$ cat config.mk
export PLATFORM = sky130hd
export DESIGN_NAME = mpi_front
export DESIGN_NICKNAME = d
export VERILOG_FILES = /design/src/rtl/core/mandelbrot_pixel_iterator_assert.svh /design/src/rtl/core/mpi_pkg.sv /design/src/rtl/core/mpi_front.sv
export SDC_FILE = /design/constraint.sdc
export NUM_CORES = 2
export LEC_CHECK = 0
export BUFFER_PORTS_ARGS = -buffer_cell sky130_fd_sc_hd__buf_2
export CAP_MARGIN = 20
export CORE_MARGIN = 2
export CORE_UTILIZATION = 40
export CTS_BUF_LIST = sky130_fd_sc_hd__clkbuf_4 sky130_fd_sc_hd__clkbuf_8 sky130_fd_sc_hd__clkbuf_16
export CTS_CLUSTER_SIZE = 16
export DETAILED_ROUTE_END_ITERATION = 10
export GPL_ROUTABILITY_DRIVEN = 0
export SYNTH_ARGS = -nofsm -noshare
export SYNTH_HDL_FRONTEND = slang
export SYNTH_SLANG_ARGS = --single-unit
export TNS_END_PERCENT = 100
$ cat constraint.sdc
create_clock -name clk -period 7.1 [get_ports clk]
set_input_delay 0.355 -clock clk [delete_from_list [all_inputs] [get_ports clk]]
set_output_delay 0.355 -clock clk [all_outputs]
set_load 0.01 [all_outputs]
$ cat src/rtl/core/mandelbrot_pixel_iterator_assert.svh
// ----------------------------------------------------------------------------
// Assertion macros for the Mandelbrot pixel iterator
// Each check is a clocked property on clk, disabled while rst is high.
// ----------------------------------------------------------------------------
`ifndef MANDELBROT_PIXEL_ITERATOR_ASSERT_SVH
`define MANDELBROT_PIXEL_ITERATOR_ASSERT_SVH

`ifndef SYNTHESIS
`define MPI_ASSERT_IMP(label, ante, cons) \
  label: assert property (@(posedge clk) disable iff (rst) (ante) |-> (cons)) \
    else $error("mpi: same-cycle check failed");
`define MPI_ASSERT_NXT(label, ante, cons) \
  label: assert property (@(posedge clk) disable iff (rst) (ante) |=> (cons)) \
    else $error("mpi: next-cycle check failed");
`else
`define MPI_ASSERT_IMP(label, ante, cons)
`define MPI_ASSERT_NXT(label, ante, cons)
`endif

`endif

$ cat src/rtl/core/mpi_pkg.sv
// ----------------------------------------------------------------------------
// mpi_pkg
// Shared types, constants and helpers of the Mandelbrot pixel iterator.
// ----------------------------------------------------------------------------
package mpi_pkg;

  localparam int FRAC_BITS_DEF  = 24;
  localparam int PIXEL_BITS_DEF = 12;

  localparam int COORD_W     = 32;
  localparam int STEP_W      = 31;
  localparam int COUNT_W     = 16;
  localparam int MAG_W       = 48;
  localparam int ACC_W       = 52;
  localparam int PROD_W      = 64;
  localparam int ROOT_W      = 32;
  localparam int SQRT_STEPS  = 32;
  localparam int SQRT_CNT_W  = 5;
  localparam int SQ_REM_W    = 35;
  localparam int QUEUE_DEPTH = 2;
  localparam int CFG_ADDR_W  = 3;
  localparam int CFG_DATA_W  = 32;
  localparam int OUT_PAD_W   = 7;
  localparam int OUT_DATA_W  = 136;

  localparam logic [MAG_W-1:0] MAG_MAX = '1;

  localparam logic signed [COORD_W-1:0] X_ORIGIN_RST = -32'sd33554432;
  localparam logic signed [COORD_W-1:0] Y_ORIGIN_RST = -32'sd16575889;
  localparam logic [STEP_W-1:0]         X_STEP_RST   = 31'd26214;
  localparam logic [STEP_W-1:0]         Y_STEP_RST   = 31'd26214;
  localparam logic [COUNT_W-1:0]        ITER_LIM_RST = 16'd1000;
  localparam logic [COUNT_W-1:0]        BAILOUT_RST  = 16'd4;
  localparam logic signed [COORD_W-1:0] TRAP_X_RST   = -32'sd12163481;
  localparam logic signed [COORD_W-1:0] TRAP_Y_RST   = 32'sd0;

  typedef enum logic [CFG_ADDR_W-1:0] {
    REG_X_ORIGIN,
    REG_Y_ORIGIN,
    REG_X_STEP,
    REG_Y_STEP,
    REG_ITER_LIMIT,
    REG_BAILOUT,
    REG_TRAP_X,
    REG_TRAP_Y
  } reg_index_t;

  typedef struct packed {
    logic signed [COORD_W-1:0] x_origin;
    logic signed [COORD_W-1:0] y_origin;
    logic [STEP_W-1:0]         x_step;
    logic [STEP_W-1:0]         y_step;
    logic [COUNT_W-1:0]        iteration_limit;
    logic [COUNT_W-1:0]        bailout;
    logic signed [COORD_W-1:0] trap_x;
    logic signed [COORD_W-1:0] trap_y;
  } cfg_t;

  typedef struct packed {
    logic signed [COORD_W-1:0] p;
    logic signed [COORD_W-1:0] q;
  } coord_t;

  typedef struct packed {
    logic [COUNT_W-1:0] iterations;
    logic               escaped;
    logic [MAG_W-1:0]   final_mag_sq;
    logic [COORD_W-1:0] final_diag_abs;
    logic [PROD_W-1:0]  trap_min_sq;
  } iter_res_t;

  typedef struct packed {
    logic [COUNT_W-1:0] iterations;
    logic               escaped;
    logic [MAG_W-1:0]   final_mag_sq;
    logic [COORD_W-1:0] final_diag_abs;
    logic [ROOT_W-1:0]  trap_min_dist;
  } pix_res_t;

  typedef enum logic [2:0] {
    CORE_IDLE,
    CORE_ADD,
    CORE_DIFF,
    CORE_MUL,
    CORE_DONE
  } core_state_t;

  typedef enum logic [1:0] {
    SQ_IDLE,
    SQ_RUN,
    SQ_HOLD
  } sqrt_state_t;

  function automatic logic signed [COORD_W-1:0] sat_s32(input logic signed [ACC_W-1:0] v);
    logic [ACC_W-COORD_W:0] top;
    top = v[ACC_W-1:COORD_W-1];
    if ((top == '0) || (top == '1)) begin
      return v[COORD_W-1:0];
    end
    return v[ACC_W-1] ? {1'b1, {(COORD_W-1){1'b0}}} : {1'b0, {(COORD_W-1){1'b1}}};
  endfunction

  function automatic logic [MAG_W-1:0] sat_mag(input logic [MAG_W:0] v);
    return v[MAG_W] ? MAG_MAX : v[MAG_W-1:0];
  endfunction

  function automatic logic [COORD_W-1:0] abs32(input logic signed [COORD_W-1:0] v);
    return v[COORD_W-1] ? COORD_W'(-v) : COORD_W'(v);
  endfunction

  function automatic logic [COORD_W:0] abs33(input logic signed [COORD_W:0] v);
    return v[COORD_W] ? (COORD_W+1)'(-v) : (COORD_W+1)'(v);
  endfunction

endpackage

$ cat src/rtl/core/mpi_front.sv
// ----------------------------------------------------------------------------
// mpi_front
// Pixel intake: scale the pixel indices by the step, add the origin, saturate.
// ----------------------------------------------------------------------------
module mpi_front #(
  parameter int PIXEL_BITS = mpi_pkg::PIXEL_BITS_DEF
) (
  input  logic                  clk,
  input  logic                  rst,
  input  mpi_pkg::cfg_t         cfg,
  input  logic                  in_valid,
  output logic                  in_ready,
  input  logic [PIXEL_BITS-1:0] pixel_x,
  input  logic [PIXEL_BITS-1:0] pixel_y,
  output logic                  out_valid,
  input  logic                  out_ready,
  output mpi_pkg::coord_t       out_coord
);
  import mpi_pkg::*;

  localparam int MULT_W = PIXEL_BITS + STEP_W;

  logic              v1;
  logic              v2;
  logic              adv1;
  logic              adv2;
  logic [MULT_W-1:0] mx;
  logic [MULT_W-1:0] my;
  logic signed [ACC_W-1:0] sum_x;
  logic signed [ACC_W-1:0] sum_y;

  assign adv2      = !v2 || out_ready;
  assign adv1      = !v1 || adv2;
  assign in_ready  = adv1;
  assign out_valid = v2;

  assign sum_x = ACC_W'(cfg.x_origin) + ACC_W'(mx);
  assign sum_y = ACC_W'(cfg.y_origin) + ACC_W'(my);

  always_ff @(posedge clk) begin
    if (rst) begin
      v1 <= 1'b0;
      v2 <= 1'b0;
    end else begin
      if (adv1) begin
        v1 <= in_valid;
      end
      if (adv2) begin
        v2 <= v1;
      end
    end
  end

  always_ff @(posedge clk) begin
    if (adv1 && in_valid) begin
      mx <= MULT_W'(pixel_x) * MULT_W'(cfg.x_step);
      my <= MULT_W'(pixel_y) * MULT_W'(cfg.y_step);
    end
    if (adv2 && v1) begin
      out_coord.p <= sat_s32(sum_x);
      out_coord.q <= sat_s32(sum_y);
    end
  end

endmodule

# Yosys cells after proc, flatten, opt, wreduce, memory -nomap -nowiden
# Index checks and enable logic that the tools add are counted.
classes:
  n_addsub: 2
  multipliers: 2
  n_eq_ne: 2
  n_mux: 10
  reduce_logical: 10
op_table:
  columns: ["op", "count"]
  rows:
  - ["two-way mux 32 bit", 6]
  - ["adder 32 x 44 -> 45 bit", 2]
  - ["multiplier 12 x 31 -> 43 bit", 2]
  - ["equality test 21 bit (second input constant)", 2]
  - ["logical NOT 21 bit", 2]
  - ["logical OR 1 bit", 4]
  - ["two-way mux 1 bit", 4]
  - ["logical AND 1 bit", 2]
  - ["logical NOT 1 bit", 2]
totals:
  ff_bits: 152
  input_bits: 250
  output_inout_bits: 66
  wordCells: 32

# Logic depth before layout (Yosys ltp)
logic_depth:
  ltp_word: 6
  depth_mapped: 25
  ltp_nobuf: 24

# Least setup slack after synthesis
# OpenSTA, ideal clock, no wires.
synth_timing:
  kind: "input port to flip-flop"
  from: "in cfg[107] (netlist name)"
  to: "reg my[42] (data pin)"
  setup_ns: 0.265
  arrival_time_ns: 5.898
  required_time_ns: 6.835
  path_slack_ns: 0.937
  path_stages: 23
  n_path_buf: 1
  cell_sequence: "clkbuf_1 > nand2_1 > fa_1 > inv_1 > fa_1 > fa_1 > fa_1 > inv_1 > fa_1 > inv_1 > ha_1 > a2111oi_0 > o21ai_0 > a211o_1 > nor3_1 > and4b_1 > o2111ai_1 > a21boi_0 > o21ai_0 > and2b_1 > o21ai_0 > a311oi_1 > xnor2_1"
synth_between:
  elab_chain_cells: 1
synth_rtl:
  columns: ["element", "line_no", "text"]
  rows:
  - ["start, declared", "mpi_front.sv:10", "input mpi_pkg::cfg_t cfg,"]
  - ["multiplier 12 x 31 -> 43 bit", "mpi_front.sv:57", "my <= MULT_W'(pixel_y) * MULT_W'(cfg.y_step);"]
  - ["end signal, assigned", "mpi_front.sv:57", null]
  - ["end, declared", "mpi_front.sv:28", "logic [MULT_W-1:0] my;"]
# Every way passes these cells.
# A chain may end at the register's enable or synchronous reset.

# Worst setup path in the final report
layout_timing:
  from: "in cfg[111] (netlist name)"
  to: "reg my[42] (data pin)"
# Same word-level chain as after synthesis.

==> results by group <==
Finish
  • Finished layout cell area: roughly 36000 um2
  • Final core utilization: 43.5%
  • Register area: 4540 um2
  • Area of the multi-input gates: 25100 um2
  • Ratio of cells with drive above 1 in the final layout: roughly 8.5%
  • Area growth syn-to-layout: 8.10%
  • Finished Layout Cells: 4886
  • NumNets Final: ~5000
  • Fill cell count: 8208

Power and ir drop
  • Static Leakage: 17.3 nW
  • Pwr Total: 17.9 mW
  • Power Density: 504 nW/um2
  • Peak supply drop: approximately 450 uV

Worst setup path
  • Worst Path Buf+Inv: 5
  • R2R Path End: out_coord[33]
  • Slowest CP cell: fa_1
  • Slowest stage delay, CP: ~530 ps
  • Max FO, Critical Path: 12
  • CP Capture Type: flop
  • Delay-heaviest family, CP: adder cells
  • Flop2flop setup slack: 2400 ps
  • Most used cell, CP: fa_1
  • Worst path cell trace: buf_2, nand2_1, fa_1, fa_1, inv_1, fa_1, fa_1, inv_1, fa_1, inv_1, ha_1, nand3_1, or2_2, a2111oi_0, buf_4, nor3_1, and4b_1, o2111ai_1, a21boi_0, o21ai_0, and2b_1, o21ai_0, a311oi_1, xnor2_1
  • Critical path arrival: around 6500 ps
  • RR Startpoint: mx[0]
  • Critical path class: primary input to flop
  • CP Launch Type: primary input
  • Reg2reg path depth: 15
  • Worst Path Required: 7290 ps

Timing
  • Fmax: 157 MHz
  • Worst slew pin tran: 1060 ps
  • Slew HR: 29.3%
  • Setup_tns: 0 ps
  • Final Max Slew Viols: 0
  • Final setup margin: 746 ps
  • Clock Skew: approximately 9.5 ps
  • RSZ-0062 raised after global routing: false
  • Worst hold margin: between 90 and 100 ps
  • Min Tclk post-route: around 6400 ps
  • Fin crit share: 89.5%
  • # setup viols final: 0
  • Final-report hold violation count: 0

Clock network
  • H-Tree Depth: 4
  • Clock Sinks: ~150
  • Setup bufs post-CTS: 0
  • CTS tree: done
  • CTS Buffer Depth: 2
  • Skew-Pair Late Insertion Delay: 440 ps
  • Post-CTS Hold Buffers: 0
  • CTS Buf Count: 17
  • Clk slew on worst S/H paths: about 70 ps
  • Clk root buf: clkbuf_16
  • Post-CTS sizing: 0

Global routing
  • Vias in the first global route: 26200
  • First-pass GRT wire length: around 140 mm
  • Global route overflow: 0
  • Initial antenna violation count: 10
  • Gr usage total: 20.3%
  • Pin count of the biggest net entering global routing: a little over 70

Place
  • I/O Buffers: between 200 and 250
  • Dpl cell area: ~35000 um2
  • Dpl cells: between 4000 and 5000
  • Place WS: approximately 290 ps
  • Post-DP HPWL: 67.5 mm

Die
  • Ports: roughly 320
  • Die width: 291 um
  • Starting density of the core: between 40% and 50%
  • Row count: about 110
  • Core footprint: 81700 um2
  • Die footprint: 84500 um2
  • Die Y: 291 um

Logic synthesis
  • Post-synth top area share: between 30 and 40%
  • Area leader, netlist: fa_1
  • Primary FF master, synth: edfxtp_1
  • Post-synth ARST share: 0%
  • FF+latch count, synth: 152
  • Most numerous cell in the Yosys netlist: inv_1
  • Synth cell count leaders: inv_1, nand2_1, fa_1
  • Syn_nets: 4775
  • Ys Warns: 0
  • Post-synth EDFFs: 150
  • Synth area leaders: fa_1, edfxtp_1, ha_1
  • Mapped Cells: 3693
  • Syn Std Cell Area: 32900 um2
  • Synth Area per Inst: 8.90 um2
  • Unique cell type count in the Yosys netlist: 77
  • Seq/Total Area, Yosys: 13.8%

Run
  • Max_cap viols: 0

Route
  • Via density: slightly above 5
  • TritonRoute pass-1 iters: 6
  • Vias: 25100
  • DRC viols: 0
  • Final WL: 83.5 mm
  • Antenna Nets Post-Route: 0
  • Iteration-0 DRC Markers: between 1000 and 1500
  • Wire per inst: 17.1 um

Outcome
  • Status: finished, final reports clean

Worst hold path
  • Hold crit path type: primary input to flop
  • Worst Hold End: v1
  • Worst Hold Launch: rst
  • Worst hold stages: 2
-- worst max path at each step --
stage | from | slack [ps] | endpoint | depth (start not counted)
finish | cfg[111] | 750 | my[42] | 24
global route | pixel_x[7] | 430 | mx[41] | 22
global placement | pixel_y[7] | 320 | my[42] | 24
CTS | cfg[111] | 740 | my[42] | 24
floorplan | cfg[107] | 940 | my[42] | 23
detailed placement | cfg[111] | 290 | my[42] | 24
-- sequential cells by signal, indices dropped and copies added (netlist names) --
signal,cells
out_coord,64
mx,43
out_valid,1
v1,1
my,43
-- layout by cell type, fill, tap and decap left out, drive strengths merged, types with 5 or more instances in the layout --
master	count
nand2	608
buf	260
edfxtp	150
o21a	21
or3	14
o21ai	83
a21boi	5
diode	5
fa	582
a2111oi	6
o21bai	24
a31oi	15
and4	8
nor2b	26
and2	239
o31ai	7
nand2b	29
nor3	35
a211oi	17
a41oi	5
and3	16
or2	8
a221oi	6
nand4	20
a311oi	7
xnor2	96
o211ai	11
clkbuf	17
a211o	6
ha	250
o2111ai	6
inv	683
xor2	53
a21oi	230
a21o	79
nand3	38
nor2	96
-- final cells by class --
cell class | instances | share of cell area (%)
inverters | 673 | 7.11
clock inverters | 15 | 0.440
clock buffers | 17 | 1.20
multi-input cells | 2694 | 70.7
well taps | 1070 | 3.77
diodes | 5 | 0.0352
repair buffers | 260 | 3.99
flip-flops and latches | 152 | 12.8
-- metal layers --
layer	GRT usage [%]	vias to the layer above	wire (um)
li1	-	11900	-
met1	28.2	12500	38600
met2	33.6	613	38800
met3	3.42	93	4680
met4	3.94	12	1300
met5	0	-	75
-- power by group --
group          total [mW]  internal [mW]  switching, mW
registers            2.10           1.99          0.106
clock network       0.925          0.499          0.426
logic                14.9           6.34           8.55
-- cell families (layout without fill, tap and decap cells) --
logic type | after synthesis | in the layout | share of synthesized area, %
xor+xnor | 149 | 149 | 3.97
fa+ha+maj | 832 | 832 | 45.0
buf+inv | 847 | 965 | 9.82
other cells | 0 | 5 | 0
flops | 152 | 152 | 13.8
compound gates | 560 | 560 | 11.0
simple gates | 1152 | 1152 | 16.4
mux | 1 | 1 | 0.0305
Power figures use the tool's default switching activity.
