===== src/rtl/core/mandelbrot_pixel_iterator_assert.svh =====
// ----------------------------------------------------------------------------
// Assertion macros for the Mandelbrot pixel iterator
// Each check is a clocked property on clk, disabled while rst is high.
// ----------------------------------------------------------------------------
`ifndef MANDELBROT_PIXEL_ITERATOR_ASSERT_SVH
`define MANDELBROT_PIXEL_ITERATOR_ASSERT_SVH

`ifndef SYNTHESIS
`define MPI_ASSERT_IMP(label, ante, cons) \
  label: assert property (@(posedge clk) disable iff (rst) (ante) |-> (cons)) \
    else $error("mpi: same-cycle check failed");
`define MPI_ASSERT_NXT(label, ante, cons) \
  label: assert property (@(posedge clk) disable iff (rst) (ante) |=> (cons)) \
    else $error("mpi: next-cycle check failed");
`else
`define MPI_ASSERT_IMP(label, ante, cons)
`define MPI_ASSERT_NXT(label, ante, cons)
`endif

`endif


===== src/rtl/core/mpi_pkg.sv =====
// ----------------------------------------------------------------------------
// mpi_pkg
// Shared types, constants and helpers of the Mandelbrot pixel iterator.
// ----------------------------------------------------------------------------
package mpi_pkg;

  localparam int FRAC_BITS_DEF  = 24;
  localparam int PIXEL_BITS_DEF = 12;

  localparam int COORD_W     = 32;
  localparam int STEP_W      = 31;
  localparam int COUNT_W     = 16;
  localparam int MAG_W       = 48;
  localparam int ACC_W       = 52;
  localparam int PROD_W      = 64;
  localparam int ROOT_W      = 32;
  localparam int SQRT_STEPS  = 32;
  localparam int SQRT_CNT_W  = 5;
  localparam int SQ_REM_W    = 35;
  localparam int QUEUE_DEPTH = 2;
  localparam int CFG_ADDR_W  = 3;
  localparam int CFG_DATA_W  = 32;
  localparam int OUT_PAD_W   = 7;
  localparam int OUT_DATA_W  = 136;

  localparam logic [MAG_W-1:0] MAG_MAX = '1;

  localparam logic signed [COORD_W-1:0] X_ORIGIN_RST = -32'sd33554432;
  localparam logic signed [COORD_W-1:0] Y_ORIGIN_RST = -32'sd16575889;
  localparam logic [STEP_W-1:0]         X_STEP_RST   = 31'd26214;
  localparam logic [STEP_W-1:0]         Y_STEP_RST   = 31'd26214;
  localparam logic [COUNT_W-1:0]        ITER_LIM_RST = 16'd1000;
  localparam logic [COUNT_W-1:0]        BAILOUT_RST  = 16'd4;
  localparam logic signed [COORD_W-1:0] TRAP_X_RST   = -32'sd12163481;
  localparam logic signed [COORD_W-1:0] TRAP_Y_RST   = 32'sd0;

  typedef enum logic [CFG_ADDR_W-1:0] {
    REG_X_ORIGIN,
    REG_Y_ORIGIN,
    REG_X_STEP,
    REG_Y_STEP,
    REG_ITER_LIMIT,
    REG_BAILOUT,
    REG_TRAP_X,
    REG_TRAP_Y
  } reg_index_t;

  typedef struct packed {
    logic signed [COORD_W-1:0] x_origin;
    logic signed [COORD_W-1:0] y_origin;
    logic [STEP_W-1:0]         x_step;
    logic [STEP_W-1:0]         y_step;
    logic [COUNT_W-1:0]        iteration_limit;
    logic [COUNT_W-1:0]        bailout;
    logic signed [COORD_W-1:0] trap_x;
    logic signed [COORD_W-1:0] trap_y;
  } cfg_t;

  typedef struct packed {
    logic signed [COORD_W-1:0] p;
    logic signed [COORD_W-1:0] q;
  } coord_t;

  typedef struct packed {
    logic [COUNT_W-1:0] iterations;
    logic               escaped;
    logic [MAG_W-1:0]   final_mag_sq;
    logic [COORD_W-1:0] final_diag_abs;
    logic [PROD_W-1:0]  trap_min_sq;
  } iter_res_t;

  typedef struct packed {
    logic [COUNT_W-1:0] iterations;
    logic               escaped;
    logic [MAG_W-1:0]   final_mag_sq;
    logic [COORD_W-1:0] final_diag_abs;
    logic [ROOT_W-1:0]  trap_min_dist;
  } pix_res_t;

  typedef enum logic [2:0] {
    CORE_IDLE,
    CORE_ADD,
    CORE_DIFF,
    CORE_MUL,
    CORE_DONE
  } core_state_t;

  typedef enum logic [1:0] {
    SQ_IDLE,
    SQ_RUN,
    SQ_HOLD
  } sqrt_state_t;

  function automatic logic signed [COORD_W-1:0] sat_s32(input logic signed [ACC_W-1:0] v);
    logic [ACC_W-COORD_W:0] top;
    top = v[ACC_W-1:COORD_W-1];
    if ((top == '0) || (top == '1)) begin
      return v[COORD_W-1:0];
    end
    return v[ACC_W-1] ? {1'b1, {(COORD_W-1){1'b0}}} : {1'b0, {(COORD_W-1){1'b1}}};
  endfunction

  function automatic logic [MAG_W-1:0] sat_mag(input logic [MAG_W:0] v);
    return v[MAG_W] ? MAG_MAX : v[MAG_W-1:0];
  endfunction

  function automatic logic [COORD_W-1:0] abs32(input logic signed [COORD_W-1:0] v);
    return v[COORD_W-1] ? COORD_W'(-v) : COORD_W'(v);
  endfunction

  function automatic logic [COORD_W:0] abs33(input logic signed [COORD_W:0] v);
    return v[COORD_W] ? (COORD_W+1)'(-v) : (COORD_W+1)'(v);
  endfunction

endpackage


===== src/rtl/core/mpi_sqrt.sv =====
// ----------------------------------------------------------------------------
// mpi_sqrt
// Digit-by-digit integer square root of the smallest squared trap distance.
// ----------------------------------------------------------------------------
module mpi_sqrt (
  input  logic               clk,
  input  logic               rst,
  input  logic               in_valid,
  output logic               in_ready,
  input  mpi_pkg::iter_res_t in_res,
  output logic               out_valid,
  input  logic               out_ready,
  output mpi_pkg::pix_res_t  out_res
);
  import mpi_pkg::*;

  sqrt_state_t state;
  sqrt_state_t state_next;

  logic [PROD_W-1:0]     rad;
  logic [SQ_REM_W-1:0]   rem;
  logic [ROOT_W-1:0]     root;
  logic [SQRT_CNT_W-1:0] cnt;
  iter_res_t             hold;

  logic [SQ_REM_W-1:0]   rem_sh;
  logic [SQ_REM_W-1:0]   trial;
  logic                  take;

  assign rem_sh = {rem[SQ_REM_W-3:0], rad[PROD_W-1:PROD_W-2]};
  assign trial  = SQ_REM_W'({root, 2'b01});
  assign take   = (rem_sh >= trial);

  assign out_res.iterations     = hold.iterations;
  assign out_res.escaped        = hold.escaped;
  assign out_res.final_mag_sq   = hold.final_mag_sq;
  assign out_res.final_diag_abs = hold.final_diag_abs;
  assign out_res.trap_min_dist  = root;

  always_ff @(posedge clk) begin
    if (rst) begin
      state <= SQ_IDLE;
    end else begin
      state <= state_next;
    end
  end

  always_comb begin
    state_next = state;
    in_ready   = 1'b0;
    out_valid  = 1'b0;
    unique case (state)
      SQ_IDLE: begin
        in_ready = 1'b1;
        if (in_valid) begin
          state_next = SQ_RUN;
        end
      end
      SQ_RUN: begin
        if (cnt == '0) begin
          state_next = SQ_HOLD;
        end
      end
      SQ_HOLD: begin
        out_valid = 1'b1;
        if (out_ready) begin
          state_next = SQ_IDLE;
        end
      end
      default: begin
        state_next = SQ_IDLE;
      end
    endcase
  end

  always_ff @(posedge clk) begin
    if ((state == SQ_IDLE) && in_valid) begin
      rad  <= in_res.trap_min_sq;
      rem  <= '0;
      root <= '0;
      cnt  <= SQRT_CNT_W'(SQRT_STEPS - 1);
      hold <= in_res;
    end
    if (state == SQ_RUN) begin
      rad  <= {rad[PROD_W-3:0], 2'b00};
      root <= {root[ROOT_W-2:0], take};
      rem  <= take ? (rem_sh - trial) : rem_sh;
      cnt  <= cnt - 1'b1;
    end
  end

endmodule


===== config.mk =====
export PLATFORM = sky130hd
export DESIGN_NAME = mpi_sqrt
export DESIGN_NICKNAME = d
export VERILOG_FILES = /design/src/rtl/core/mandelbrot_pixel_iterator_assert.svh /design/src/rtl/core/mpi_pkg.sv /design/src/rtl/core/mpi_sqrt.sv
export SDC_FILE = /design/constraint.sdc
export NUM_CORES = 1
export LEC_CHECK = 0
export ABC_AREA = 1
export BUFFER_PORTS_ARGS = -buffer_cell sky130_fd_sc_hd__buf_2
export CORE_UTILIZATION = 50
export CTS_CLUSTER_DIAMETER = 120
export CTS_CLUSTER_SIZE = 10
export DETAILED_ROUTE_END_ITERATION = 7
export HOLD_SLACK_MARGIN = 0.03
export PLACE_DENSITY = 0.88
export SYNTH_ARGS = -nofsm -noshare
export SYNTH_HDL_FRONTEND = slang
export SYNTH_SLANG_ARGS = --single-unit

===== constraint.sdc =====
create_clock -name clk -period 12.5 [get_ports clk]
set_input_delay 1.875 -clock clk [delete_from_list [all_inputs] [get_ports clk]]
set_output_delay 1.875 -clock clk [all_outputs]
set_load 0.03 [all_outputs]

# ---- Word level (Yosys, flattened, before mapping)
# Index checks and enable logic that the tools add are counted.
dict set report totals {
  regBits 233
  inputBits 165
  output_inout_bits 131
  wordCells 38
}
dict set report op_classes {
  add_sub_neg 2
  magnitude_cmp 1
  n_eq_ne 5
  muxes 15
  reduce_logical 5
}
# operator count
set ops {}
lappend ops {{$mux W64} 2}
lappend ops {{$mux W33} 3}
lappend ops {{$mux W32} 2}
lappend ops {{$ge A35 B34 Y1} 1}
lappend ops {{$sub A33 B33 Y33} 1}
lappend ops {{$mux W5} 2}
lappend ops {{$mux W2} 3}
lappend ops {{$ne A2 B2 Y1 const B} 3}
lappend ops {{$pmux W2 S3} 1}
lappend ops {{$logic_not A5 Y1} 1}
lappend ops {{$sub A5 B1 Y5 const B} 1}
lappend ops {{$reduce_and A3 Y1} 1}
lappend ops {{$eq A2 B1 Y1 const B} 1}
lappend ops {{$eq A2 B2 Y1 const B} 1}
lappend ops {{$logic_not A2 Y1} 1}
lappend ops {{$mux W1} 2}
lappend ops {{$reduce_bool A2 Y1} 1}
lappend ops {{$logic_and A1 B1 Y1} 1}

# ---- Depth between registers and ports, before layout
dict set report depth {
  depth_word 4
  ltp_mapped 16
  ltp_nobuf 16
}

# ---- Least setup slack after synthesis
# No wires, ideal clock.
dict set report synth_path {
  path_kind {input -> register}
  startpoint {input port in_valid}
  endpoint {register rad[57], data pin}
  setup_time_ns 0.157
  arrival_time_ns 5.261
  t_required_ns 12.343
  path_slack_ns 7.082
  path_stages 4
  path_buffers 1
  cell_sequence {nand2_1 inv_1 clkbuf_1 a22o_1}
}
# item line
set synth_rtl {}
lappend synth_rtl {{start: declaration} mpi_sqrt.sv:8} ;# input logic in_valid,
lappend synth_rtl {{end signal: assignment} mpi_sqrt.sv:78} ;# rad <= in_res.trap_min_sq;
lappend synth_rtl {{end signal: assignment} mpi_sqrt.sv:85} ;# rad <= {rad[PROD_W-3:0], 2'b00};
lappend synth_rtl {{end: declaration} mpi_sqrt.sv:20} ;# logic [PROD_W-1:0] rad;

# ---- Worst setup path in the final report
dict set report layout_path {
  startpoint {input port in_valid}
  endpoint {register rad[44], enable pin}
}
dict set report layout_via {
  elab_chain_len 2
}
# item line
set layout_rtl {}
lappend layout_rtl {{$logic_and A1 B1 Y1} mpi_sqrt.sv:77} ;# if ((state == SQ_IDLE) && in_valid) begin
lappend layout_rtl {{$reduce_bool A2 Y1 (no source line)} -}
# No other way between the ends.
# A chain may end at the register's enable or synchronous reset.

==> results.cfg <==
[floorplan]
start_util = 0.510
core_um2 = 21900
ioPinCount = 296
die_h_um = 151
dieArea_um2 = 22900
fp-row-count = 54
die_w_um = 151

[setup_path]
critical_path.slowest_cell = buf_4
endpoint_kind = register
worst_r2r_path_depth = 6
cp.arrival_ps = 3840
path_buf_inv = 2
reg2reg_to = rad[44]$_DFFE_PP_
cpPeakStageDelay_ps = 920
required_ps = 12650
start_kind = input pin
path_cells = buf_2 > nand2_1 > nand2_4 > buf_4
path_max_fanout = 94
critPathKind = input pin to register
r2r-start = state[0]$_SDFFE_PP0P_
r2r_slack_ps = 9040
critPathTopFamily = buffers and inverters

[worst_hold_path]
min_to = rad[0]$_SDFFE_PP0P_
hold_path_class = register to register
min_from = rad[0]$_SDFFE_PP0P_
min_path_cells = 2

[detailed_routing]
wl_per_cell_um = 18.0
vias = 8814
vias_per_cell = 5.24
routed_wl_mm = 30.2
firstDrtPassIters = 6
final_antenna_net_count = 0
dr.first_iter.drc_count = 846
drc_errors = 0

[synth]
synth_warnings = 0
synthAdderAreaFrac = 0.0403
synth_ff_type = edfxtp_1
synth_edf_count = 229
yosys.area_share.simple = 0.191
synth_area_leaders = edfxtp_1 62%, nand2_1 8.9%, nor2_1 5.6%
synth_nets = 1278
async_reset_ff_frac = 0
synth.yosys.seq_area_share = 0.623
synth_seq_cells = 233
synth.cell_area_um2 = 11200
synth_xor_xnor_area_share = 0.0118
synth_cell_types = 38
synth.mux.area_fraction = 0
synth.top_cell.area_share = 0.616
synth_top_cell_by_area = edfxtp_1
synth_area_per_cell_um2 = 10.4
synth_compound_area_frac = 0.0746
synth_top_family_by_area = simple AND/OR/NAND/NOR gates
synthCells = 1077

[power_and_ir_drop]
p_per_area_nw_per_um2 = 186
total_power_w = 0.00255
irDropWorstVdd_uv = 154
leakage_nw = 6.36

[sta]
hold_viol = 0
layout_min_cycle_time_ps = 3690
setup_slack_ps = 8810
min_period_over_period = 0.295
rsz0062_at_grt = false
fmaxAchievable_mhz = 271
max_slew_margin = 0.157
setup_viol = 0
tightest_slew_ps = 1260
tns_ps = 0
drv_slew = 0
skew_ps = 16.5

[clock_tree]
post_cts_buffers = 0
htreeDepth = 1
cts_resized = 0
clk_pin_slew_ps = 60
cts_num_sinks = 233
cts_root_buffer = clkbuf_16
clockBufferDepth = 3
cts_hold_buf = 0
numCtsBuffers = 27
clock_latency_ps = 540
cts_tree = done

[finish]
most-common-layout-cells = 295 x buf_2, 264 x nand2_1, 229 x edfxtp_1, 166 x nor2_1, 140 x inv_1
syn2layout_area_growth_pct = 22.7
drive_gt1_frac = 0.248
nets = 1578
final_common_cell = buf_2

[grt]
grtUsageTotal = 0.267
grt_pass1_wl_mm = 45.8
grt_overflow = 0
grt_max_degree = 99
grt_pass1_vias = 8559
antenna_found_initial = 9

[place]
dpl_worst_slack_ps = 8290
place_congestion = 0.933
place_hpwl_mm = 22.7
io_buffers = 295

[status]
status = finished, final reports clean

[job]
max-cap-violations = 0
==> synthesized netlist by cell type, drive strengths merged, types with 2 or more instances <==
library cell / count
dfxtp: 4
nand4: 8
inv: 143
o21bai: 6
o21ai: 9
nand3: 26
a22o: 62
ha: 36
xor2: 14
nand3b: 25
nor2: 172
edfxtp: 229
a21o: 5
a21oi: 29
nand2: 268
nor3: 5
nor4: 2
clkbuf: 17
buf: 11
==> where the power goes <==
| group | internal, W | switching, W | leakage [nW] |
|---|---|---|---|
| Sequential | 0.000998 | 0.0000451 | 2.29 |
| Combinational | 0.000252 | 0.000546 | 3.70 |
| Clock | 0.000407 | 0.000301 | 0.371 |
| Total | 0.00166 | 0.000892 | 6.36 |
==> logic make-up after synthesis <==
| family | count (synthesis) |
|---|---|
| flip-flops | 233 |
| buffers and inverters | 172 |
| adder cells (fa/ha/maj) | 36 |
| AND/OR/NAND/NOR | 508 |
| AO/OA/AOI/OAI | 113 |
| XOR/XNOR | 15 |
==> flip-flops by register name, indices dropped and copies added, names as in the netlist <==
register  count
state         2
out_res      97
rem          33
root         32
cnt           5
rad          64
==> layout make-up <==
class	instances	area, µm²
diodes	4	10.0
clock buffers	47	751
clock inverters	2	28.8
fillers	1772	8180
inverters	144	546
multi-input cells	672	3560
flip-flops and latches	233	6960
well taps	280	350
repair buffers	299	1510
==> worst max path at each step <==
stage                                  end  cells after the start      from
floorplan                rad[57]$_DFFE_PP_                      4  in_valid
global placement    root[19]$_SDFFCE_PN0P_                      4  in_valid
detailed placement  root[19]$_SDFFCE_PN0P_                      4  in_valid
CTS                      rad[47]$_DFFE_PP_                      4  in_valid
global route        root[19]$_SDFFCE_PN0P_                      4  in_valid
finish                   rad[44]$_DFFE_PP_                      4  in_valid
==> metal layers <==
layer / vias to the layer above / GRT usage / part of all wire
li1: 4222 / - / -
met1: 4123 / 0.339 / 0.38
met2: 405 / 0.433 / 0.48
met3: 56 / 0.0868 / 0.11
met4: 8 / 0.0810 / 0.028
met5: - / 0 / 0.0016
==> through the flow <==
step,hold slack [ps],instance area [µm²],std cells,utilization
2_1_floorplan,455,11200,1077,-
3_3_place_gp,512,12900,1628,0.590
3_5_place_dp,508,12900,1628,0.590
4_1_cts,522,13700,1677,0.626
5_1_grt,553,13700,1678,0.626
6_report,525,13700,1681,0.626
==> tightest hold or removal path, cell delays in order (launching register included) <==
cell     delay (ps)
dfxtp_1         330
nor2_1          100
nor2_1           50
Note: power is estimated with default switching activity, not from simulation.
