File: src/rtl/core/mandelbrot_pixel_iterator_assert.svh
// ----------------------------------------------------------------------------
// Assertion macros for the Mandelbrot pixel iterator
// Each check is a clocked property on clk, disabled while rst is high.
// ----------------------------------------------------------------------------
`ifndef MANDELBROT_PIXEL_ITERATOR_ASSERT_SVH
`define MANDELBROT_PIXEL_ITERATOR_ASSERT_SVH

`ifndef SYNTHESIS
`define MPI_ASSERT_IMP(label, ante, cons) \
  label: assert property (@(posedge clk) disable iff (rst) (ante) |-> (cons)) \
    else $error("mpi: same-cycle check failed");
`define MPI_ASSERT_NXT(label, ante, cons) \
  label: assert property (@(posedge clk) disable iff (rst) (ante) |=> (cons)) \
    else $error("mpi: next-cycle check failed");
`else
`define MPI_ASSERT_IMP(label, ante, cons)
`define MPI_ASSERT_NXT(label, ante, cons)
`endif

`endif

File: src/rtl/core/mpi_pkg.sv
// ----------------------------------------------------------------------------
// mpi_pkg
// Shared types, constants and helpers of the Mandelbrot pixel iterator.
// ----------------------------------------------------------------------------
package mpi_pkg;

  localparam int FRAC_BITS_DEF  = 24;
  localparam int PIXEL_BITS_DEF = 12;

  localparam int COORD_W     = 32;
  localparam int STEP_W      = 31;
  localparam int COUNT_W     = 16;
  localparam int MAG_W       = 48;
  localparam int ACC_W       = 52;
  localparam int PROD_W      = 64;
  localparam int ROOT_W      = 32;
  localparam int SQRT_STEPS  = 32;
  localparam int SQRT_CNT_W  = 5;
  localparam int SQ_REM_W    = 35;
  localparam int QUEUE_DEPTH = 2;
  localparam int CFG_ADDR_W  = 3;
  localparam int CFG_DATA_W  = 32;
  localparam int OUT_PAD_W   = 7;
  localparam int OUT_DATA_W  = 136;

  localparam logic [MAG_W-1:0] MAG_MAX = '1;

  localparam logic signed [COORD_W-1:0] X_ORIGIN_RST = -32'sd33554432;
  localparam logic signed [COORD_W-1:0] Y_ORIGIN_RST = -32'sd16575889;
  localparam logic [STEP_W-1:0]         X_STEP_RST   = 31'd26214;
  localparam logic [STEP_W-1:0]         Y_STEP_RST   = 31'd26214;
  localparam logic [COUNT_W-1:0]        ITER_LIM_RST = 16'd1000;
  localparam logic [COUNT_W-1:0]        BAILOUT_RST  = 16'd4;
  localparam logic signed [COORD_W-1:0] TRAP_X_RST   = -32'sd12163481;
  localparam logic signed [COORD_W-1:0] TRAP_Y_RST   = 32'sd0;

  typedef enum logic [CFG_ADDR_W-1:0] {
    REG_X_ORIGIN,
    REG_Y_ORIGIN,
    REG_X_STEP,
    REG_Y_STEP,
    REG_ITER_LIMIT,
    REG_BAILOUT,
    REG_TRAP_X,
    REG_TRAP_Y
  } reg_index_t;

  typedef struct packed {
    logic signed [COORD_W-1:0] x_origin;
    logic signed [COORD_W-1:0] y_origin;
    logic [STEP_W-1:0]         x_step;
    logic [STEP_W-1:0]         y_step;
    logic [COUNT_W-1:0]        iteration_limit;
    logic [COUNT_W-1:0]        bailout;
    logic signed [COORD_W-1:0] trap_x;
    logic signed [COORD_W-1:0] trap_y;
  } cfg_t;

  typedef struct packed {
    logic signed [COORD_W-1:0] p;
    logic signed [COORD_W-1:0] q;
  } coord_t;

  typedef struct packed {
    logic [COUNT_W-1:0] iterations;
    logic               escaped;
    logic [MAG_W-1:0]   final_mag_sq;
    logic [COORD_W-1:0] final_diag_abs;
    logic [PROD_W-1:0]  trap_min_sq;
  } iter_res_t;

  typedef struct packed {
    logic [COUNT_W-1:0] iterations;
    logic               escaped;
    logic [MAG_W-1:0]   final_mag_sq;
    logic [COORD_W-1:0] final_diag_abs;
    logic [ROOT_W-1:0]  trap_min_dist;
  } pix_res_t;

  typedef enum logic [2:0] {
    CORE_IDLE,
    CORE_ADD,
    CORE_DIFF,
    CORE_MUL,
    CORE_DONE
  } core_state_t;

  typedef enum logic [1:0] {
    SQ_IDLE,
    SQ_RUN,
    SQ_HOLD
  } sqrt_state_t;

  function automatic logic signed [COORD_W-1:0] sat_s32(input logic signed [ACC_W-1:0] v);
    logic [ACC_W-COORD_W:0] top;
    top = v[ACC_W-1:COORD_W-1];
    if ((top == '0) || (top == '1)) begin
      return v[COORD_W-1:0];
    end
    return v[ACC_W-1] ? {1'b1, {(COORD_W-1){1'b0}}} : {1'b0, {(COORD_W-1){1'b1}}};
  endfunction

  function automatic logic [MAG_W-1:0] sat_mag(input logic [MAG_W:0] v);
    return v[MAG_W] ? MAG_MAX : v[MAG_W-1:0];
  endfunction

  function automatic logic [COORD_W-1:0] abs32(input logic signed [COORD_W-1:0] v);
    return v[COORD_W-1] ? COORD_W'(-v) : COORD_W'(v);
  endfunction

  function automatic logic [COORD_W:0] abs33(input logic signed [COORD_W:0] v);
    return v[COORD_W] ? (COORD_W+1)'(-v) : (COORD_W+1)'(v);
  endfunction

endpackage

File: src/rtl/core/mpi_queue.sv
// ----------------------------------------------------------------------------
// mpi_queue
// Short FIFO of mapped points between the setup front and the iteration core.
// ----------------------------------------------------------------------------
module mpi_queue (
  input  logic            clk,
  input  logic            rst,
  input  logic            in_valid,
  output logic            in_ready,
  input  mpi_pkg::coord_t in_coord,
  output logic            out_valid,
  input  logic            out_ready,
  output mpi_pkg::coord_t out_coord
);
  import mpi_pkg::*;

  localparam int PTR_W = $clog2(QUEUE_DEPTH);

  coord_t           entries [QUEUE_DEPTH];
  logic [PTR_W-1:0] wr_ptr;
  logic [PTR_W-1:0] rd_ptr;
  logic [PTR_W:0]   count;
  logic             push;
  logic             pop;

  assign in_ready  = (count != (PTR_W+1)'(QUEUE_DEPTH));
  assign out_valid = (count != '0);
  assign push      = in_valid && in_ready;
  assign pop       = out_valid && out_ready;
  assign out_coord = entries[rd_ptr];

  always_ff @(posedge clk) begin
    if (rst) begin
      wr_ptr <= '0;
      rd_ptr <= '0;
      count  <= '0;
    end else begin
      if (push) begin
        wr_ptr <= wr_ptr + 1'b1;
      end
      if (pop) begin
        rd_ptr <= rd_ptr + 1'b1;
      end
      if (push && !pop) begin
        count <= count + 1'b1;
      end else if (pop && !push) begin
        count <= count - 1'b1;
      end
    end
  end

  always_ff @(posedge clk) begin
    if (push) begin
      entries[wr_ptr] <= in_coord;
    end
  end

endmodule

File: config.mk
export PLATFORM = sky130hd
export DESIGN_NAME = mpi_queue
export DESIGN_NICKNAME = d
export VERILOG_FILES = /design/src/rtl/core/mandelbrot_pixel_iterator_assert.svh /design/src/rtl/core/mpi_pkg.sv /design/src/rtl/core/mpi_queue.sv
export SDC_FILE = /design/constraint.sdc
export NUM_CORES = 1
export LEC_CHECK = 0
export BUFFER_PORTS_ARGS = -buffer_cell sky130_fd_sc_hd__clkbuf_2
export CAP_MARGIN = 20
export CORE_MARGIN = 1.5
export CORE_UTILIZATION = 47
export CTS_BUF_LIST = sky130_fd_sc_hd__clkbuf_16
export DETAILED_ROUTE_END_ITERATION = 7
export PLACE_DENSITY_LB_ADDON = 0.3
export SETUP_SLACK_MARGIN = 0.1
export SYNTH_ARGS = -nofsm -noshare
export SYNTH_HDL_FRONTEND = slang
export SYNTH_SLANG_ARGS = --single-unit
File: constraint.sdc
create_clock -name clk -period 2.3 [get_ports clk]
set_input_delay 0.46 -clock clk [delete_from_list [all_inputs] [get_ports clk]]
set_output_delay 0.46 -clock clk [all_outputs]
set_load 0.01 [all_outputs]
# == Yosys cells after proc, flatten, opt, wreduce, memory -nomap -nowiden ==
# Memories as Yosys holds them, arrays and structs flattened. A register that Yosys moved wholly into a read port is not among the register bits.
# Index checks and enable logic that the tools add are counted.
# classes
add_sub_neg,4
multipliers,0
div,0
n_lt_le_gt_ge,0
n_eq_ne,1
shift,0
n_mux,6
bitwise,0
reduce_logical,8
# ops
op,n
$logic_and A1 B1 Y1,4
$mux W1,4
$mux W2,2
$reduce_bool A2 Y1,2
$add A1 B1 Y1 const B,2
$add A2 B1 Y2 const B,1
$logic_not A1 Y1,2
$ne A2 B2 Y1 const B,1
$sub A2 B1 Y2 const B,1
# word_totals
reg_bits,4
latchBits,0
ram_bits,128
mem_bits_ro,0
input_bits,68
output_inout_bits,66
wordCells,23
memories,1
# memory_table
memory,words,word_bits,read_ports,rd_clocked_by_memory_dff,wr,line_no,text
entries,2,64,1,1,1,mpi_queue.sv:19,coord_t entries [QUEUE_DEPTH];

# == Depth between registers and ports, before layout ==
# Gate-level depths: netlist of run 1.
# depth
depth_word,6
depth_mapped,6
depth_no_buf,6

# == Worst setup path after synthesis of run 1 ==
# Ideal clock, no wire load.
# synth_timing
kind,reg2reg
startpoint,register count[0]
endpoint,"memory entries[1][0] (netlist name), enable pin"
arrival_ps,2193
slack_ps,-322
path_stages_with_launch,3
synth_period_minus_slack_ps,2622
path_cell_list,dfxtp_1 nand2b_1 and3_1
# synth_between
elab_chain_cells,4
# synth_rtl
item,line_no,text
"start, declared",mpi_queue.sv:22,logic [PTR_W:0] count;
"start signal, assigned",mpi_queue.sv:45,count <= count + 1'b1;
"start signal, assigned",mpi_queue.sv:47,count <= count - 1'b1;
$ne A2 B2 Y1,mpi_queue.sv:26,assign in_ready = (count != (PTR_W+1)'(QUEUE_DEPTH));
named net in_ready,mpi_queue.sv:9,"output logic in_ready,"
$logic_and A1 B1 Y1,mpi_queue.sv:28,assign push = in_valid && in_ready;
$mux W1,mpi_queue.sv:53,if (push) begin
$mux W1 (implied by the code),mpi_queue.sv:54,entries[wr_ptr] <= in_coord;
"end, declared",mpi_queue.sv:19,
# The timed path passes the listed nets, and every way through them passes these cells.

==> results of run 1 <==
final cells by class:
class                           instances  area share, %
Multi-Input combinational cell         82           13.4
Sequential cell                       133           63.0
Timing Repair Buffer                  139           11.7
Clock inverter                         14           2.32
Inverter                                1          0.120
Tap cell                              133           2.66
Clock buffer                           17           6.79
metal layers:
metal / track usage [%] / wire length [um]
met2: 26.0 / 4160
met3: 5.45 / 528
met1: 19.3 / 3280
met4: 7.74 / 108
met5: 0 / 0
kinds of logic after synthesis:
group / Yosys count / share of synthesized area, %
fa+ha+maj: 1 / 0.259
flops: 133 / 81.5
compound gates: 5 / 0.621
xor+xnor: 3 / 0.543
mux: 64 / 14.9
buf+inv: 8 / 1.11
simple gates: 9 / 1.04
path summary, 6_finish.rpt:
check                             startpoint  slack, ns              to  depth (start not counted)
worst max-delay path                register       0.20   out_coord[36]                          3
worst min register to register        rd_ptr       0.51        register                          2
worst min-delay path            in_coord[12]       0.24  entries[0][12]                          1
worst max register to register      count[0]       0.65        count[1]                          5
state kept, by name (all words and copies together), names as in the netlist, named ones only:
register  count
rd_ptr        1
wr_ptr        1
count         2
entries     128
cells in the mapped netlist, drive strengths merged:
| master | count | area share [%] |
|---|---|---|
| nand2b | 1 | 0.13 |
| dfxtp | 5 | 2.1 |
| and3 | 1 | 0.13 |
| o21ai | 2 | 0.21 |
| xor2 | 3 | 0.54 |
| nand3b | 1 | 0.16 |
| mux2 | 64 | 15 |
| buf | 7 | 1.0 |
| or3 | 1 | 0.13 |
| a21oi | 2 | 0.21 |
| and2 | 1 | 0.13 |
| a21bo | 1 | 0.21 |
| edfxtp | 128 | 79 |
| ha | 1 | 0.26 |
| or2 | 1 | 0.13 |
| nor2 | 3 | 0.23 |
| inv | 1 | 0.078 |
metrics by stage:
stage / utilization (%) / cell area [sq um] / cells
floorplan: - / 4840 / 223
global placement: 57.7 / 5700 / 488
finish: 63.5 / 6270 / 519
CTS: 63.5 / 6270 / 519
detailed placement: 57.7 / 5700 / 488
global route: 63.5 / 6270 / 519
where the power goes:
group          total [uW]  internal, uW  switching [uW]
Sequential           3110          3030            80.0
Clock                2550          1670             886
Combinational        1590           748             840
==> results by group, run 1 <==
Run status
  – Status: completed

Synth
  – Sequential share of the synthesized area: 81.5%
  – Synth Cell Area: 0.00484 sq mm
  – Distinct cells, synth: 18
  – FF+latch count, synth: 133
  – Ys Warns: 0
  – Mean Syn Cell Area: 21.7 sq um
  – Syn Nets: 292
  – Mapped Cells: approximately 220

Finish
  – Number of fillers in the final layout: about 730
  – Final #Nets: 443
  – Layout cell share with drive strength beyond 1: 60.4%
  – Diodes inserted: 0
  – Most frequent cells in the layout: clkbuf_2, edfxtp_1, mux2_2
  – Most common cell after layout, fill and taps aside: clkbuf_2
  – Area occupied by registers: 0.00395 sq mm
  – Multi-input gate area: 841 sq um
  – Area growth, synth to finish: 29.5%

Floorplan
  – Die ar.: 0.0109 sq mm
  – Die height: approximately 100 um
  – Initial Util: 49.0%
  – Core Rows: 36
  – Core area: 0.00986 sq mm
  – I/O Pins: around 130
  – Die X: 104 um

Timing
  – Slew @ Worst Pin: 0.430 ns
  – Final WS setup: 0.200 ns
  – # setup viols final: 0
  – Tmin final: 2.10 ns
  – Worst hold slack: between 0.2 and 0.25 ns
  – Max Fclk: ~0.48 GHz
  – Max-slew violation count: 0
  – Final Hold Viols: 0
  – Tcrit/Tclk final: 91.3%
  – RSZ-0062 raised after global routing: no
  – Slew headroom: 71.3%
  – Clock skew: 0.00772 ns
  – Final setup TNS: 0 ns

Routing
  – TritonRoute pass-1 iters: 4
  – Routed Antenna Nets: 0
  – Wire per inst: 15.6 um
  – Via count: 2557
  – Initial DRC Count: 97
  – Post-route DRC: 0
  – DR vias/cell: between 4 and 5
  – Detailed Route WL: 8.08 mm

CTS
  – Number of CTS-inserted buffers: 17
  – CTS tree: yes
  – Root Buffer: clkbuf_16
  – Clock sink total: between 100 and 150
  – Clock Latency Late Sink: 0.40 ns
  – Clock buffer depth: 2
  – CTS H-tree depth: 4
  – Hold-fix buffers at CTS: 0
  – Post-CTS setup buffer count: 0
  – Clk slew on worst S/H paths: around 0.060 ns
  – PostCTS Resize Cnt: 0

Global route
  – First-pass GRT wire length: around 13 mm
  – Largest net degree at the start of global routing: 50
  – Antenna violations before repair: 0
  – GR Overflow Total: 0
  – All-layer global routing usage: between 15 and 20%
  – Vias in the first global route: around 2600

Worst setup path
  – Buf/Inv on CP: 2
  – Crit Path Max Fanout: 33
  – Critical path class: reg2out
  – Critical path's top delay family: buffers and inverters
  – Crit-path slowest cell: mux2_2
  – Worst path required time: 1.84 ns
  – Critical Path Source Type: register
  – Crit-path max cell delay: 0.41 ns
  – Crit. End Element: output port
  – Arr. time, crit path: ~1.6 ns
  – Critical path, cell by cell: buf_4 > mux2_2 > clkbuf_2

Power and ir drop
  – Peak VDD IR: 623 uV
  – Lkg Pwr: 0.00239 uW
  – Power per cell area: 1160 mW/mm^2
  – Pwr Total: 7250 uW

Place
  – Gpl congestion: 0.690
  – Detail Placement HPWL: between 5 and 6 mm
  – I/O Buffers: 133
  – Setup slack at placement: about 0.6 ns

Job
  – Max Cap Violations: 0

Hold path
  – Hold Path Class: in2reg
Power figures use the tool's default switching activity.
==> run 2, diff against run 1 <==
==> constraint.sdc (replaced) <==
create_clock -name clk -period 2.3 [get_ports clk]
set_input_delay 0.23 -clock clk [delete_from_list [all_inputs] [get_ports clk]]
set_output_delay 0.23 -clock clk [all_outputs]
set_load 0.01 [all_outputs]
==> run 2 against run 1 <==
  * Clock skew shrank 0.0032 ns
  * Sequential share of layout area fell by 1.1 points
  * Via count down 0.66%
  * Largest cell class unchanged
  * Combinational power is essentially flat
  * Worst hold slack worse by 0.22 ns
  * Global-route usage up 0.24 points
==> results by group, run 2 (synthesis gave the netlist of run 1 again) <==
Run status
  – Status: completed (unchanged)

Job
  – Max Cap Violations: 0 (unchanged)

Hold path
  – WHS Path Cells: 1 (unchanged)
  – Min-delay src: in_coord[12] (unchanged)
  – Hold EP: entries[0][12] (unchanged)
  – Hold Path Class: in2reg (unchanged)

CTS
  – Number of CTS-inserted buffers: 17 (unchanged)
  – Post-CTS setup buffer count: 0 (unchanged)
  – CTS H-tree depth: 4 (unchanged)
  – Clock sink total: 133 (unchanged)
  – Clk slew on worst S/H paths: 0.06 ns (about the same)
  – Clock buffer depth: 2 (unchanged)
  – Root Buffer: clkbuf_16 (unchanged)
  – CTS tree: yes (unchanged)
  – Clock Latency Late Sink: 0.40 ns (about the same)

Power and ir drop
  – Power per cell area: 1170 mW/mm^2 (was 1160 mW/mm^2)
  – Lkg Pwr: 0.00245 uW (was 0.00239 uW)
  – Peak VDD IR: 649 uV (was 623 uV)

Finish
  – Area growth, synth to finish: 31.9% (was 29.5%)
  – Most frequent cells in the layout: clkbuf_2, edfxtp_1, mux2_2 (unchanged)
  – Regs by FF count: entries x128, count x2 (unchanged)
  – Diodes inserted: 0 (unchanged)
  – Layout cell share with drive strength beyond 1: 59.9% (was 60.4%)
  – Most common cell after layout, fill and taps aside: clkbuf_2 (unchanged)
  – Post-route insts no fill: 527 (was 519)
  – Max reg flops: 128 (unchanged)
  – Most flop-heavy register: entries (unchanged)
  – Final #Nets: 450 (was 443)

Global route
  – First-pass GRT wire length: 13.1 mm (was 12.8 mm)
  – Largest net degree at the start of global routing: 64 (was 50)
  – Vias in the first global route: 2656 (was 2614)
  – All-layer global routing usage: 16.3% (was 16.0%)
  – GR Overflow Total: 0 (unchanged)
  – Antenna violations before repair: 0 (unchanged)

Routing
  – DR vias/cell: 4.82 (was 4.93)
  – Post-route DRC: 0 (unchanged)
  – Routed Antenna Nets: 0 (unchanged)
  – Initial DRC Count: 66 (was 97)
  – Wire per inst: 15.9 um (was 15.6 um)
  – Detailed Route WL: 8.39 mm (was 8.08 mm)
  – Via count: 2540 (was 2557)
  – TritonRoute pass-1 iters: 4 (unchanged)

Timing
  – # setup viols final: 0 (unchanged)
  – Worst hold slack: 0.0237 ns (was 0.242 ns)
  – Max Fclk: 0.491 GHz (was 0.476 GHz)
  – Tmin final: 2.04 ns (was 2.10 ns)
  – Slew @ Worst Pin: 0.497 ns (was 0.430 ns)
  – Slew headroom: 66.9% (was 71.3%)
  – Final setup TNS: 0 ns (unchanged)
  – Max-slew violation count: 0 (unchanged)
  – Final WS setup: 0.265 ns (was 0.200 ns)
  – RSZ-0062 raised after global routing: no (unchanged)
  – Final Hold Viols: 0 (unchanged)
  – Tcrit/Tclk final: 88.5% (was 91.3%)
  – Clock skew: 0.00457 ns (was 0.00772 ns)

Worst setup path
  – Crit. End Element: output port (unchanged)
  – Worst R2R Start: count[0] (unchanged)
  – Arr. time, crit path: 1.81 ns (was 1.64 ns)
  – Crit-path max cell delay: 0.59 ns (was 0.41 ns)
  – Critical path, cell by cell: buf_4 > mux2_2 > clkbuf_2 (unchanged)
  – Critical Path Source Type: register (unchanged)
  – Crit-path slowest cell: dfxtp_2 (was mux2_2)
  – Critical path class: reg2out (unchanged)
  – R2R Setup Slk: 0.58 ns (was 0.65 ns)
  – Worst R2R Path Depth: 4 (was 5)
  – Worst path required time: 2.07 ns (was 1.84 ns)
  – Crit Path Max Fanout: 17 (was 33)
  – FF-to-FF End: entries[0][42] (was count[1])

Place
  – I/O Buffers: 133 (unchanged)
  – Setup slack at placement: 0.600 ns (was 0.591 ns)
  – Gpl congestion: 0.735 (was 0.690)
  – Total placed cells including tap cells: 487 (was 488)
  – Detail Placement HPWL: 5.28 mm (was 5.30 mm)

Floorplan
  – Die ar.: 0.0109 sq mm (unchanged)
  – Die X: 104 um (unchanged)
  – I/O Pins: 134 (unchanged)
  – Core area: 0.00986 sq mm (unchanged)
  – Core Rows: 36 (unchanged)
  – Initial Util: 49.0% (unchanged)
  – Die height: 104 um (unchanged)
==> run 2: timing repair <==
item	in CTS	in global routing
hold endpoints to repair	0	15
resized for setup	0	0
hold buffers	0	8
==> run 2: cell type report <==
type / count / area (sq um)
flip-flops and latches: 133 / 3950
fillers: 692 / 3480
multi-input cells: 82 / 841
repair buffers: 146 / 808
clock buffers: 17 / 425
clock inverters: 15 / 189
well taps: 133 / 166
inverters: 1 / 7.51
==> run 2: worst max-delay path: cells and delay by family (launching register included) <==
| family | cells | cell delay, ns |
|---|---|---|
| buf+inv | 2 | 0.45 |
| flops | 1 | 0.59 |
| mux | 1 | 0.37 |
==> run 2: power breakdown <==
part / total (uW) / leakage (uW) / switching (uW) / internal, uW
clock network: 2750 / 0.000307 / 945 / 1800
logic: 1560 / 0.000905 / 805 / 758
registers: 3150 / 0.00124 / 123 / 3030
total: 7470 / 0.00245 / 1870 / 5590
==> run 2: metrics by stage <==
stage                     power, uW  util (%)  instance area (sq um)
after CTS                      7540      63.9                   6300
after global routing           7790      64.7                   6380
after global placement         4740      57.7                   5690
after floorplan                4170         -                   4840
after detailed placement       4780      57.7                   5690
final                          7470      64.7                   6380
==> run 2: worst max path at each step <==
| stage | start | cells after the start | end |
|---|---|---|---|
| 6_report | register | 3 | out_coord[55] |
| 3_3_place_gp | register | 3 | out_coord[48] |
| 4_1_cts | register | 3 | out_coord[55] |
| 3_5_place_dp | count[0] | 4 | entries[0][40] |
| 5_1_grt | register | 3 | out_coord[55] |
| 2_1_floorplan | count[0] | 3 | entries[0][0] |
==> run 2: routing by layer <==
metal | wire, um | global-route usage (%) | vias to the layer above
met3 | 575 | 6.52 | 13
met5 | 0 | 0 | -
li1 | - | - | 1208
met1 | 3400 | 18.7 | 1208
met4 | 124 | 7.94 | 0
met2 | 4290 | 26.6 | 111
